### src/hdl/bls_pkg.sv
// bls_pkg: shared types and constants for the bicolor led sequencer
// no dependencies; used by bicolor_led_sequencer, bls_checker, bls_scoreboard and tb_top
`default_nettype none

package bls_pkg;

	localparam int TIMER_W  = 16;
	localparam int CFG_W    = 16;
	localparam int CFG_IDX_W = 1;

	localparam logic [TIMER_W-1:0] TIMER_MAX    = 16'hFFFF;
	localparam logic [TIMER_W-1:0] GLOW_ENDLESS = 16'hFFFF;

	localparam logic [CFG_W-1:0] CYCLE_PERIOD_RESET = 16'd500;
	localparam logic [CFG_W-1:0] BLINK_HALF_RESET   = 16'd300;

	// configuration register indexes
	localparam logic [CFG_IDX_W-1:0] CFG_CYCLE_PERIOD = 1'd0;
	localparam logic [CFG_IDX_W-1:0] CFG_BLINK_HALF   = 1'd1;

	// operating modes
	localparam logic [1:0] MODE_IDLE    = 2'd0;
	localparam logic [1:0] MODE_STARTUP = 2'd1;
	localparam logic [1:0] MODE_SHOW    = 2'd2;

	// color codes
	localparam logic [1:0] COLOR_RED    = 2'd0;
	localparam logic [1:0] COLOR_YELLOW = 2'd1;
	localparam logic [1:0] COLOR_GREEN  = 2'd2;
	localparam logic [1:0] COLOR_NONE   = 2'd3;

	// startup show steps
	localparam logic [1:0] STEP_RED    = 2'd1;
	localparam logic [1:0] STEP_YELLOW = 2'd2;
	localparam logic [1:0] STEP_GREEN  = 2'd3;

	typedef struct packed {
		logic               startup_run;
		logic               startup_complete;
		logic               show_request;
		logic               turn_off;
		logic [1:0]         req_color;
		logic               req_blink;
		logic [TIMER_W-1:0] req_glow_ms;
	} item_t;

	typedef struct packed {
		logic       red_on;
		logic       green_on;
		logic [1:0] mode_now;
	} result_t;

endpackage

`default_nettype wire

### src/hdl/bicolor_led_sequencer.sv
// bicolor_led_sequencer: top level, tick-driven red/green led sequencer
// depends on bls_pkg
`default_nettype none

// Each accepted word is one millisecond tick with its event flags; the block
// returns one result word per tick holding both led levels and the mode. All
// state updates for a tick happen together: a word is accepted every cycle unless
// item_stall is high, and its result appears in the result register on the next
// cycle. The result register alone decides backpressure: item_stall is high only
// while a result is held and the receiver stalls it. The user must write configuration
// registers via cfg_we/cfg_index/cfg_data only while idle; the block does not enforce it.
module bicolor_led_sequencer (
	input  wire logic                          clk,
	input  wire logic                          arst_n,
	input  wire logic                          item_valid,
	output      logic                          item_stall,
	input  wire bls_pkg::item_t                item,
	output      logic                          result_valid,
	input  wire logic                          result_stall,
	output      bls_pkg::result_t              result,
	input  wire logic                          cfg_we,
	input  wire logic [bls_pkg::CFG_IDX_W-1:0] cfg_index,
	input  wire logic [bls_pkg::CFG_W-1:0]     cfg_data
);

	logic [bls_pkg::CFG_W-1:0] cycle_period_q;
	logic [bls_pkg::CFG_W-1:0] blink_half_q;

	logic [1:0]                  mode_q, mode_d;
	logic [1:0]                  step_q, step_d;
	logic [bls_pkg::TIMER_W-1:0] show_timer_q, show_timer_d;
	logic [bls_pkg::TIMER_W-1:0] blink_timer_q, blink_timer_d;
	logic [1:0]                  held_color_q, held_color_d;
	logic                        held_blink_q, held_blink_d;
	logic [bls_pkg::TIMER_W-1:0] held_glow_q, held_glow_d;
	logic                        phase_lit_q, phase_lit_d;
	logic                        red_q, red_d;
	logic                        green_q, green_d;

	logic                        result_valid_q;
	bls_pkg::result_t            result_q;
	logic                        accept;

	assign item_stall   = result_valid_q & result_stall;
	assign accept       = item_valid & ~item_stall;
	assign result_valid = result_valid_q;
	assign result       = result_q;

	always_ff @(posedge clk or negedge arst_n) begin
		if (!arst_n) begin
			cycle_period_q <= bls_pkg::CYCLE_PERIOD_RESET;
			blink_half_q   <= bls_pkg::BLINK_HALF_RESET;
		end else if (cfg_we) begin
			unique case (cfg_index)
				bls_pkg::CFG_CYCLE_PERIOD: cycle_period_q <= cfg_data;
				bls_pkg::CFG_BLINK_HALF:   blink_half_q   <= cfg_data;
				default: ;
			endcase
		end
	end

	always_comb begin
		// timers advance first, then the mode logic works on the new values
		show_timer_d  = (show_timer_q == bls_pkg::TIMER_MAX) ? show_timer_q
		                                                     : show_timer_q + 1'b1;
		blink_timer_d = (blink_timer_q == bls_pkg::TIMER_MAX) ? blink_timer_q
		                                                      : blink_timer_q + 1'b1;
		mode_d       = mode_q;
		step_d       = step_q;
		held_color_d = held_color_q;
		held_blink_d = held_blink_q;
		held_glow_d  = held_glow_q;
		phase_lit_d  = phase_lit_q;
		red_d        = red_q;
		green_d      = green_q;

		unique case (mode_q)
			bls_pkg::MODE_STARTUP: begin
				if (item.startup_complete) begin
					mode_d  = bls_pkg::MODE_IDLE;
					red_d   = 1'b0;
					green_d = 1'b0;
				end else if (show_timer_d >= cycle_period_q) begin
					step_d = (step_q == bls_pkg::STEP_GREEN) ? bls_pkg::STEP_RED
					                                         : step_q + 1'b1;
					red_d   = (step_d != bls_pkg::STEP_GREEN);
					green_d = (step_d != bls_pkg::STEP_RED);
					show_timer_d = '0;
				end
			end
			bls_pkg::MODE_SHOW: begin
				if (item.turn_off || (held_glow_q != bls_pkg::GLOW_ENDLESS &&
				                      show_timer_d >= held_glow_q)) begin
					mode_d  = bls_pkg::MODE_IDLE;
					red_d   = 1'b0;
					green_d = 1'b0;
				end else begin
					if (phase_lit_q) begin
						case (held_color_q)
							bls_pkg::COLOR_RED:    begin red_d = 1'b1; green_d = 1'b0; end
							bls_pkg::COLOR_YELLOW: begin red_d = 1'b1; green_d = 1'b1; end
							bls_pkg::COLOR_GREEN:  begin red_d = 1'b0; green_d = 1'b1; end
							default: ;  // color none keeps the leds
						endcase
					end else begin
						red_d   = 1'b0;
						green_d = 1'b0;
					end
					if (held_blink_q && blink_timer_d >= blink_half_q) begin
						phase_lit_d   = ~phase_lit_q;
						blink_timer_d = '0;
					end
				end
			end
			default: begin
				if (item.startup_run) begin
					mode_d       = bls_pkg::MODE_STARTUP;
					show_timer_d = '0;
				end else if (item.show_request) begin
					held_color_d  = item.req_color;
					held_blink_d  = item.req_blink;
					held_glow_d   = item.req_glow_ms;
					phase_lit_d   = 1'b1;
					mode_d        = bls_pkg::MODE_SHOW;
					show_timer_d  = '0;
					blink_timer_d = '0;
				end
			end
		endcase
	end

	always_ff @(posedge clk or negedge arst_n) begin
		if (!arst_n) begin
			mode_q        <= bls_pkg::MODE_IDLE;
			step_q        <= '0;
			show_timer_q  <= '0;
			blink_timer_q <= '0;
			held_color_q  <= '0;
			held_blink_q  <= 1'b0;
			held_glow_q   <= '0;
			phase_lit_q   <= 1'b0;
			red_q         <= 1'b0;
			green_q       <= 1'b0;
		end else if (accept) begin
			mode_q        <= mode_d;
			step_q        <= step_d;
			show_timer_q  <= show_timer_d;
			blink_timer_q <= blink_timer_d;
			held_color_q  <= held_color_d;
			held_blink_q  <= held_blink_d;
			held_glow_q   <= held_glow_d;
			phase_lit_q   <= phase_lit_d;
			red_q         <= red_d;
			green_q       <= green_d;
		end
	end

	always_ff @(posedge clk or negedge arst_n) begin
		if (!arst_n) begin
			result_valid_q <= 1'b0;
		end else if (accept) begin
			result_valid_q <= 1'b1;
		end else if (!result_stall) begin
			result_valid_q <= 1'b0;
		end
	end

	always_ff @(posedge clk) begin
		if (accept) begin
			result_q.red_on   <= red_d;
			result_q.green_on <= green_d;
			result_q.mode_now <= mode_d;
		end
	end

endmodule

`default_nettype wire

### config.mk
export PLATFORM = sky130hd
export DESIGN_NAME = bicolor_led_sequencer
export DESIGN_NICKNAME = d
export VERILOG_FILES = /design/src/hdl/bls_pkg.sv /design/src/hdl/bicolor_led_sequencer.sv
export SDC_FILE = /design/constraint.sdc
export NUM_CORES = 1
export LEC_CHECK = 0
export BUFFER_PORTS_ARGS = -buffer_cell sky130_fd_sc_hd__buf_2
export CAP_MARGIN = 20
export CORE_MARGIN = 4
export CORE_UTILIZATION = 56
export CTS_BUF_LIST = sky130_fd_sc_hd__clkbuf_8
export CTS_CLUSTER_SIZE = 20
export DETAILED_ROUTE_END_ITERATION = 10
export HOLD_SLACK_MARGIN = 0.03
export PLACE_DENSITY = 0.83
export SYNTH_ARGS = -nofsm -noshare
export SYNTH_HDL_FRONTEND = slang
export SYNTH_SLANG_ARGS = --single-unit
### constraint.sdc
create_clock -name clk -period 3.3 [get_ports clk]
set_input_delay 0.495 -clock clk [delete_from_list [all_inputs] [get_ports clk]]
set_output_delay 0.495 -clock clk [all_outputs]
set_load 0.01 [all_outputs]
==> metrics.cfg, run 1 <==
[setup_path]
reg2regPathDepth=16
path_depth=16
cp_num_buf_inv=3
required_ns=3.57
critPathTopFamily=simple AND/OR/NAND/NOR gates
worstPathCellList=and4_4 -> buf_4 -> and2_4 -> o21ai_2 -> or2_4 -> xnor2_4 -> ha_4 -> and4_1 -> nand2_2 -> a2111oi_4 -> a211oi_4 -> o41ai_4 -> buf_4 -> buf_6 -> nor2_2 -> a22o_1
timing.rr.end=show_timer_q[3]$_DFFE_PN0P_
crit_path_max_fanout=5
crit_top_cell=buf_4
rr_startpoint=show_timer_q[3]$_DFFE_PN0P_
critPathMaxStageDelay_ns=0.40
worstSetupEndpointType=register
cpMaxStageDelayCell=a2111oi_4
path_class=register to register
cp.arrival_ns=3.93
regToRegSetupSlack_ns=-0.37
cp-start-kind=register

[sta]
max_slew_margin=0.472
post-route-period-util=1.11
finalSetupViolations=41
period_minus_slack_ns=3.67
rsz0062_at_grt=yes
hold_ws_ns=0.0703
fmax_ghz=0.273
hold_viol=0
tns_ns=-9.73
finalClockSkew_ns=0.0187
fin_ws_ns=-0.367
slew_violations=0
tightest_slew_ns=0.790

[detailed_routing]
postRouteAntennaNets=0
wirelength_met1_um=6990
wire_per_inst_um=19.9
top_layer=met4
wl_met2_um=8890
first_pass_iters=6
drt-initial-drc-count=689
wirelength_um=18300
drc=0
wl_met3_um=1240
vias_per_cell=6.16
via_count=5671

[clock_network]
insertion_delay_ns=0.38
cts_sinks=95
max-clock-path-buffers=2
cts_tree=yes
cts_made_buffers=9
cts_root_buffer=clkbuf_8
htree_levels=3
postCtsHoldBufs=0
clk_pin_slew_worst_paths_ns=0.10

[logic_synthesis]
ys_types=65
synth_area_per_cell_um2=9.05
synth_cells=662
synth-main-ff-cell=dfrtp_1
ys_ff_latch=95
seq_area_frac_synth=0.402
async_flop_share=0.958
synth-warning-count=0
syn-cell-area_mm2=0.00599
synth_nets=764
synth_edf_count=4

[layout]
stdcell_count=921
final_common_cell=nand2_1
diodes=0
final_layout_size_suffix_gt1_frac=0.321
utilization=0.740
fin_area_mm2=0.00767
final_cell_mix=89 x nand2_1, 80 x dfrtp_1, 69 x buf_4
area_delta_synth_final_pct=28.0
final_nets=882

[outcome]
violations=setup timing
outcome=complete, but fails checks

[placement]
io_buffers=50
place.gp.congestion=0.977
dp_hpwl_um=11300
pre_cts_ws_ns=-0.398
place_area_mm2=0.00676
dp_cells=883

[power_and_ir_drop]
p_int_mw=2.71
power_switching_mw=1.74
p_sw_frac=0.391
p_leak_nw=3.67
power.total_mw=4.44
power_density_mw_per_mm2=580
p_seq_frac=0.360
clock_power_share=0.196
worst_ir_drop_vdd_mv=0.367
comb_power_share=0.444

[grt]
grt_max_degree=37
antenna_found_initial=0
grt_first_pass_wirelength_um=28400
grt_pass1_vias=5771
grt-ovfl-total=0
grt_usage=0.284

[floorplan]
num_io_pins=51
die_h_um=111
start_util=0.578
core_mm2=0.0104
rows=37
die_area_mm2=0.0124
die_w_um=111

[job]
maxCapViolCount=0

[hold_path]
hp-class=input pin to async pin

==> timing repair <==
item,CTS,global route
setup endpoints to repair,43,43
gates cloned,3,1
buffers inserted,15,5
resized for setup,68,43
pin swaps,11,13
==> power groups by stage <==
| stage | clock network (mW) | registers (mW) | logic (mW) |
|---|---|---|---|
| final | 0.872 | 1.60 | 1.97 |
| after global placement | 0 | 1.59 | 1.35 |
| after global routing | 0.932 | 1.63 | 2.13 |
| after floorplan | 0 | 1.59 | 0.980 |
| after CTS | 0.869 | 1.60 | 1.74 |
| after detailed placement | 0 | 1.61 | 1.44 |
==> per-layer routing <==
| metal | vias to the layer above | global-route usage |
|---|---|---|
| met3 | 104 | 0.0598 |
| met2 | 304 | 0.488 |
| met5 | - | 0 |
| li1 | 2538 | - |
| met1 | 2725 | 0.331 |
| met4 | 0 | 0.157 |
==> area by class of cell <==
| cell class | instances | area [µm²] |
|---|---|---|
| Timing Repair Buffer | 128 | 876 |
| Inverter | 65 | 244 |
| Clock inverter | 7 | 95.1 |
| Tap cell | 136 | 170 |
| Clock buffer | 9 | 124 |
| Multi-Input combinational cell | 481 | 3750 |
| Fill cell | 680 | 2700 |
| Sequential cell | 95 | 2410 |
==> worst reg2reg max path, cell delays in order, from the launching register on <==
cell	delay [ns]
dfrtp_1	0.39
and4_4	0.24
buf_4	0.17
and2_4	0.21
o21ai_2	0.08
or2_4	0.26
xnor2_4	0.16
ha_4	0.28
and4_1	0.25
nand2_2	0.11
a2111oi_4	0.40
a211oi_4	0.11
o41ai_4	0.25
buf_4	0.17
buf_6	0.12
nor2_2	0.07
a22o_1	0.28
==> how the worst max path moves through the flow <==
| stage | endpoint | start | slack, ns |
|---|---|---|---|
| after CTS | show_timer_q[3]$_DFFE_PN0P_ | show_timer_q[6]$_DFFE_PN0P_ | -0.16 |
| after global routing | show_timer_q[8]$_DFFE_PN0P_ | show_timer_q[6]$_DFFE_PN0P_ | -0.45 |
| after detailed placement | result[0]$_DFFE_PP_ | show_timer_q[0]$_DFFE_PN0P_ | -0.40 |
| after global placement | result[1]$_DFFE_PP_ | show_timer_q[0]$_DFFE_PN0P_ | -0.31 |
| final | show_timer_q[3]$_DFFE_PN0P_ | show_timer_q[3]$_DFFE_PN0P_ | -0.37 |
| after floorplan | blink_timer_q[0]$_DFFE_PN0P_ | show_timer_q[0]$_DFFE_PN0P_ | 0.006 |
==> cells in the mapped netlist, types with 2 or more instances <==
master / number / area [µm²]
nand4_1: 12 / 75.1
xnor2_1: 23 / 201
o221ai_1: 2 / 17.5
and4_1: 7 / 61.3
ha_1: 57 / 713
mux2_2: 21 / 236
o21a_1: 2 / 15.0
nor2_1: 51 / 191
nand3_1: 13 / 65.1
mux2i_1: 8 / 80.1
and3_1: 7 / 43.8
o21ai_0: 64 / 320
o22ai_1: 2 / 12.5
nor3_1: 5 / 25.0
a211oi_1: 2 / 15.0
o2111ai_1: 2 / 17.5
nor3b_1: 3 / 22.5
or2_2: 4 / 25.0
xor2_1: 8 / 70.1
or3_1: 2 / 12.5
a211oi_2: 2 / 25.0
nand2b_1: 7 / 43.8
a211o_1: 4 / 35.0
clkbuf_1: 15 / 56.3
edfxtp_1: 4 / 120
a21o_1: 10 / 75.1
nor4_1: 4 / 25.0
dfstp_2: 10 / 263
inv_1: 64 / 240
a22o_1: 4 / 35.0
o31ai_1: 2 / 15.0
a21oi_1: 21 / 105
nand2_1: 93 / 349
buf_2: 4 / 20.0
dfrtp_1: 81 / 2030
nor2b_1: 4 / 25.0
o21ai_1: 4 / 20.0
a31oi_1: 6 / 37.5
a2111oi_2: 2 / 30.0
==> state kept, by name (all words and copies together) (netlist names) <==
register,cells
cycle_period_q,16
show_timer_q,16
result,4
red_q,1
held_blink_q,1
held_color_q,2
blink_timer_q,16
result_valid,1
held_glow_q,16
step_q,2
blink_half_q,16
mode_q,2
phase_lit_q,1
green_q,1
==> kinds of logic after synthesis <==
group | synth area share
mux | 0.0528
fa+ha+maj | 0.119
buf+inv | 0.0555
compound gates | 0.152
simple gates | 0.173
flops | 0.402
xor+xnor | 0.0453
Power figures use the tool's default switching activity.
==> run 2: changes to the inputs <==
--- a/config.mk
+++ b/config.mk
@@ -8,12 +8,12 @@
 export BUFFER_PORTS_ARGS = -buffer_cell sky130_fd_sc_hd__buf_2
 export CAP_MARGIN = 20
 export CORE_MARGIN = 4
-export CORE_UTILIZATION = 56
+export CORE_UTILIZATION = 40
 export CTS_BUF_LIST = sky130_fd_sc_hd__clkbuf_8
 export CTS_CLUSTER_SIZE = 20
 export DETAILED_ROUTE_END_ITERATION = 10
 export HOLD_SLACK_MARGIN = 0.03
-export PLACE_DENSITY = 0.83
+export PLACE_DENSITY = 0.64
 export SYNTH_ARGS = -nofsm -noshare
 export SYNTH_HDL_FRONTEND = slang
 export SYNTH_SLANG_ARGS = --single-unit
==> run 2 against run 1 <==
  * Fmax grew 0.19%
  * Routed wire length grew 3.1%
  * Cell count increased by 12%
  * The run still ends with setup timing left
==> metrics.cfg, run 2 (same netlist as run 1, synthesis figures left out) <==
[grt]
grt-ovfl-total=0
antenna_found_initial=0
met2_usage=0.364
grt.busiest_layer=met2
grtUsageMet3=0.0472
grt_first_pass_wirelength_um=28500
globalRouteMet1Util=0.261
grt_usage=0.214
grt_pass1_vias=5701
grt_max_degree=54

[setup_path]
critPathTopFamily=simple AND/OR/NAND/NOR gates
cp.arrival_ns=3.93
cp-start-kind=register
path_depth=16
crit_path_max_fanout=8
crit_top_cell=and4_4
worstSetupEndpointType=register
cpMaxStageDelayCell=dfrtp_1
required_ns=3.57
critPathMaxStageDelay_ns=0.38
path_class=register to register
worstPathCellList=and4_4 -> and4_4 -> nand3_4 -> nor2_4 -> mux2i_2 -> inv_2 -> ha_4 -> and4_4 -> nand4_1 -> a2111oi_4 -> a211oi_4 -> o41ai_4 -> buf_6 -> buf_6 -> nor4_2 -> a211o_1
reg2regPathDepth=16
cp_num_buf_inv=3

[sta]
slew_violations=0
finalSetupViolations=40
fmax_ghz=0.273
finalClockSkew_ns=0.0106
hold_viol=0
period_minus_slack_ns=3.66
tightest_slew_ns=0.777
tns_ns=-7.34
fin_ws_ns=-0.360
post-route-period-util=1.11
rsz0062_at_grt=yes
hold_ws_ns=0.145
max_slew_margin=0.481

[clock_network]
insertion_delay_ns=0.39
clk_pin_slew_worst_paths_ns=0.09
cts_sinks=95
postCtsHoldBufs=0
cts_made_buffers=9
max-clock-path-buffers=2
htree_levels=3
cts_root_buffer=clkbuf_8
cts_tree=yes

[detailed_routing]
drt-initial-drc-count=500
drc=0
via_count=5683
postRouteAntennaNets=0
wire_per_inst_um=18.4
first_pass_iters=6
vias_per_cell=5.53
wirelength_um=18900

[layout]
final_common_cell=buf_4
final_nets=940
final_cell_mix=114 x buf_4, 88 x nand2_1, 80 x dfrtp_1
ff_latch_area_mm2=0.00241
area_delta_synth_final_pct=43.2
nFillCells=1162
final_layout_size_suffix_gt1_frac=0.421
diodes=0
multi_input_area_mm2=0.00414

[job]
maxCapViolCount=0

[hold_path]
hp-class=input pin to async pin

[floorplan]
die_area_mm2=0.0170
die_h_um=130
die_w_um=130
core_mm2=0.0146
start_util=0.411
num_io_pins=51
rows=44

[power_and_ir_drop]
p_leak_nw=4.01
power_density_mw_per_mm2=544
worst_ir_drop_vdd_mv=0.413
power.total_mw=4.67

[placement]
io_buffers=50
place.gp.congestion=0.869
dp_hpwl_um=11900

[outcome]
outcome=complete, but fails checks
violations=setup timing

run 2: cell count changes in the layout (fill, tap and decap cells not counted), moves of 5 or more:
cell and change:
o21ai_0 -6, buf_4 +45, nor2_4 +8, o21ai_2 +5
a21oi_1 -5, buf_6 +14, ha_4 +8, ha_1 -7
nor2_1 -9
run 2: per-layer routing:
layer	share of wire	wire [µm]
met5	0	0
met4	0.040	750
met3	0.045	848
met2	0.51	9570
met1	0.41	7690
run 2: path summary, 6_finish.rpt:
check / startpoint / to / slack (ns)
worst max-delay path: show_timer_q[5]$_DFFE_PN0P_ / show_timer_q[6]$_DFFE_PN0P_ / -0.36
worst min-delay path: arst_n / blink_half_q[6]$_DFFE_PN0P_ / 0.14
worst max register to register: show_timer_q[5]$_DFFE_PN0P_ / show_timer_q[6]$_DFFE_PN0P_ / -0.36
worst min register to register: blink_half_q[9]$_DFFE_PN0P_ / blink_half_q[9]$_DFFE_PN0P_ / 0.51
max in group asynchronous: arst_n / cycle_period_q[5]$_DFFE_PN1P_ / 2.30
min in group clk: item_valid / result_valid$_DFFE_PN0P_ / 0.31
run 2: final cells by class:
cell class | instances | area share
multi-input cells | 481 | 0.483
flip-flops and latches | 95 | 0.281
well taps | 184 | 0.0268
inverters | 65 | 0.0284
clock inverters | 7 | 0.00845
clock buffers | 9 | 0.0144
repair buffers | 186 | 0.158
run 2: timing repair:
item,4_1_cts,5_1_grt
setup endpoints to repair,41,43
gates cloned,1,1
pin swaps,26,54
buffers inserted,48,15
resized for setup,85,111
run 2: metrics by stage:
step	cells	instance area, µm²	util	worst slack, ns
2_1_floorplan	662	6010	-	0.00649
6_report	1027	8580	0.588	-0.360
3_5_place_dp	958	7030	0.482	-0.443
4_1_cts	1020	8010	0.549	-0.181
5_1_grt	1027	8580	0.588	-0.513
3_3_place_gp	958	7030	0.482	-0.302
run 2: report_power, final:
group / switching (mW) / leakage (nW) / internal (mW)
clock network: 0.441 / 0.0956 / 0.351
logic: 1.29 / 2.74 / 0.983
registers: 0.168 / 1.18 / 1.44
run 2: worst register-to-register path: stages, from the launching register on:
cell       delay (ns)
dfrtp_1          0.38
and4_4           0.26
and4_4           0.30
nand3_4          0.11
nor2_4           0.12
mux2i_2          0.25
inv_2            0.09
ha_4             0.28
and4_4           0.21
nand4_1          0.16
a2111oi_4        0.32
a211oi_4         0.11
o41ai_4          0.30
buf_6            0.22
buf_6            0.13
nor4_2           0.04
a211o_1          0.28
==> run 3: changes to the inputs <==
--- a/config.mk
+++ b/config.mk
@@ -5,6 +5,7 @@
 export SDC_FILE = /design/constraint.sdc
 export NUM_CORES = 1
 export LEC_CHECK = 0
+export ABC_AREA = 1
 export BUFFER_PORTS_ARGS = -buffer_cell sky130_fd_sc_hd__buf_2
 export CAP_MARGIN = 20
 export CORE_MARGIN = 4
==> run 3 against run 2 <==
  * The run now ends clean
  * Combinational power down 20%
  * Fmax up 15%
  * Clock-buffer cell count up 2
  * Register-to-register slack better by 0.49 ns
  * Largest power group unchanged
  * Largest cell class unchanged
  * Clock skew up 0.0063 ns
  * Flip-flop and latch count unchanged
  * Sequential share of layout area up 4.1 points
  * First-iteration DRC count down 42%
  * Non-clock buffer count down 97
  * Cell area down 13%
  * Die area up 4.5%
==> metrics.cfg, run 3 <==
[layout]
final_layout_size_suffix_gt1_frac=0.209
final_nets=1043
area_delta_synth_final_pct=19.3
final_common_cell=nand2_1
nFillCells=1565
final_cell_mix=257 x nand2_1, 134 x inv_1, 80 x dfrtp_1
fin_area_mm2=0.00749
diodes=0

[clock_network]
clk_pin_slew_worst_paths_ns=0.10
insertion_delay_ns=0.39
htree_levels=3
cts_sinks=95
cts_made_buffers=9
postCtsHoldBufs=0
cts_root_buffer=clkbuf_8
cts_tree=yes
max-clock-path-buffers=2

[logic_synthesis]
synth_nets=964
ys_ff_latch=95
synth_edf_count=4
synth-warning-count=0
synthTopCellsByCount=283 x nand2_1, 135 x inv_1, 81 x dfrtp_1, 64 x o21ai_0, 57 x ha_1
synth_area_leaders=dfrtp_1 32%, nand2_1 17%, ha_1 11%
yosysMostFrequentCell=nand2_1
seq_area_frac_synth=0.384
ys_types=43
synth_area_per_cell_um2=7.29
synth_top_area_cell=dfrtp_1
synth_top_area_frac=0.323
async_flop_share=0.958
syn-cell-area_mm2=0.00628
synth-main-ff-cell=dfrtp_1
synth_cells=862

[floorplan]
die_h_um=133
die_w_um=133
start_util=0.410
num_io_pins=51
die_area_mm2=0.0178
core_mm2=0.0153
rows=45

[grt]
globalRouteMet1Util=0.248
grt_pass1_vias=5143
grtUsageMet3=0.0363
grt_max_degree=54
grt-ovfl-total=0
grt_first_pass_wirelength_um=25500
met2_usage=0.277
grt.busiest_layer=met2
grt_usage=0.176
antenna_found_initial=0

[placement]
dp_hpwl_um=11500
place_area_mm2=0.00687
place.gp.congestion=0.895
io_buffers=50

[sta]
tns_ns=0
finalClockSkew_ns=0.0169
hold_viol=0
fmax_ghz=0.315
period_minus_slack_ns=3.17
max_slew_margin=0.432
finalSetupViolations=0
tightest_slew_ns=0.850
rsz0062_at_grt=yes
slew_violations=0
post-route-period-util=0.962

[detailed_routing]
postRouteAntennaNets=0
via_count=5523
vias_per_cell=4.77
drc=0
wire_per_inst_um=13.2
wirelength_um=15300
drt-initial-drc-count=289
first_pass_iters=4

[power_and_ir_drop]
comb_power_share=0.432
worst_ir_drop_vdd_mv=0.218
p_leak_nw=4.04
power_density_mw_per_mm2=561
p_sw_frac=0.399
clock_power_share=0.182
p_seq_frac=0.385
power_switching_mw=1.68
p_int_mw=2.53

[setup_path]
worstPathCellList=ha_2 -> buf_6 -> nand2_2 -> nor2_2 -> nand4_1 -> nor2_2 -> nand2_2 -> nor2_4 -> xor2_2 -> nor2_2 -> inv_2 -> ha_4 -> nand2_4 -> nor4_4 -> nand2_2 -> nand2_2 -> buf_4 -> nand2_1 -> nand3_1 -> nand3_2 -> and2_4
rr_startpoint=show_timer_q[1]$_DFFE_PN0P_
path_class=register to register
crit_top_cell=nand2_2
reg2regPathDepth=21
critPathMaxStageDelay_ns=0.38
cp-start-kind=register
cp_num_buf_inv=3
critPathTopFamily=simple AND/OR/NAND/NOR gates
timing.rr.end=result[2]$_DFFE_PP_
required_ns=3.46
crit_path_max_fanout=3
regToRegSetupSlack_ns=0.13
critPathLaunch=show_timer_q[1]$_DFFE_PN0P_
worstSetupEndpointType=register
cpMaxStageDelayCell=dfrtp_1
cp.arrival_ns=3.33

[hold_path]
hp-class=input pin to async pin

[job]
maxCapViolCount=0

[outcome]
outcome=finished, final reports clean

==> run 3: cell count changes after synthesis, sizes merged, moves of 7 or more <==
cell	change
a21o	-10
a21oi	+20
and4	-8
inv	+74
mux2	-20
mux2i	-8
nand2	+191
nand2b	-7
nand3	+20
xnor2	-17
xor2	+7
==> run 3: logic make-up (layout without fill, tap and decap cells) <==
kind of cell | after synthesis | in the layout | share of synthesized area
multiplexers | 1 | 1 | 0.00179
AO/OA/AOI/OAI | 117 | 117 | 0.0990
flip-flops | 95 | 95 | 0.384
adder cells (fa/ha/maj) | 57 | 57 | 0.114
AND/OR/NAND/NOR | 410 | 410 | 0.271
XOR/XNOR | 21 | 21 | 0.0293
buffers and inverters | 161 | 245 | 0.102
==> run 3: power groups by stage <==
stage	combinational (mW)	clock (mW)	sequential (mW)
6_report	1.82	0.766	1.62
5_1_grt	2.07	0.840	1.65
4_1_cts	1.53	0.793	1.62
3_5_place_dp	1.53	0	1.64
3_3_place_gp	1.49	0	1.64
2_1_floorplan	1.08	0	1.61
==> run 3: worst max-delay path by stage <==
stage / depth (start not counted) / endpoint / slack (ns)
global route: 23 / blink_timer_q[2]$_DFFE_PN0P_ / -0.11
floorplan: 26 / blink_timer_q[11]$_DFFE_PN0P_ / 0.30
finish: 21 / result[2]$_DFFE_PP_ / 0.13
detailed placement: 21 / result[2]$_DFFE_PP_ / 0.02
global placement: 21 / result[2]$_DFFE_PP_ / 0.008
CTS: 21 / result[2]$_DFFE_PP_ / 0.004
==> run 3: timing repair <==
| item | CTS | global route |
|---|---|---|
| resized for setup | 0 | 85 |
| buffers inserted | 0 | 14 |
| setup endpoints to repair | 0 | 43 |
==> run 3: metal layers <==
| layer | vias up | part of all wire |
|---|---|---|
| met1 | 2546 | 0.48 |
| met4 | 0 | 0.016 |
| met2 | 81 | 0.47 |
| met3 | 17 | 0.033 |
| met5 | - | 0 |
| li1 | 2879 | - |
==> run 3: area by class of cell <==
class | count | area, µm² | share of cell area
timing repair buffer | 89 | 586 | 0.0781
multi-input combinational | 606 | 3510 | 0.469
tap | 211 | 264 | 0.0352
sequential | 95 | 2410 | 0.322
clock inverter | 5 | 38.8 | 0.00518
inverter | 140 | 531 | 0.0708
clock buffer | 11 | 151 | 0.0202
==> run 3: stage by stage <==
step           worst slack, ns  hold slack [ns]  cells  total power [mW]  utilization
6_report                 0.126            0.101   1157              4.20        0.489
5_1_grt                 -0.106            0.142   1157              4.57        0.489
4_1_cts                0.00375            0.114   1141              3.95        0.461
3_5_place_dp            0.0180            0.466   1125              3.17        0.449
3_3_place_gp           0.00792            0.462   1125              3.13        0.449
2_1_floorplan            0.303            0.199    862              2.69            -
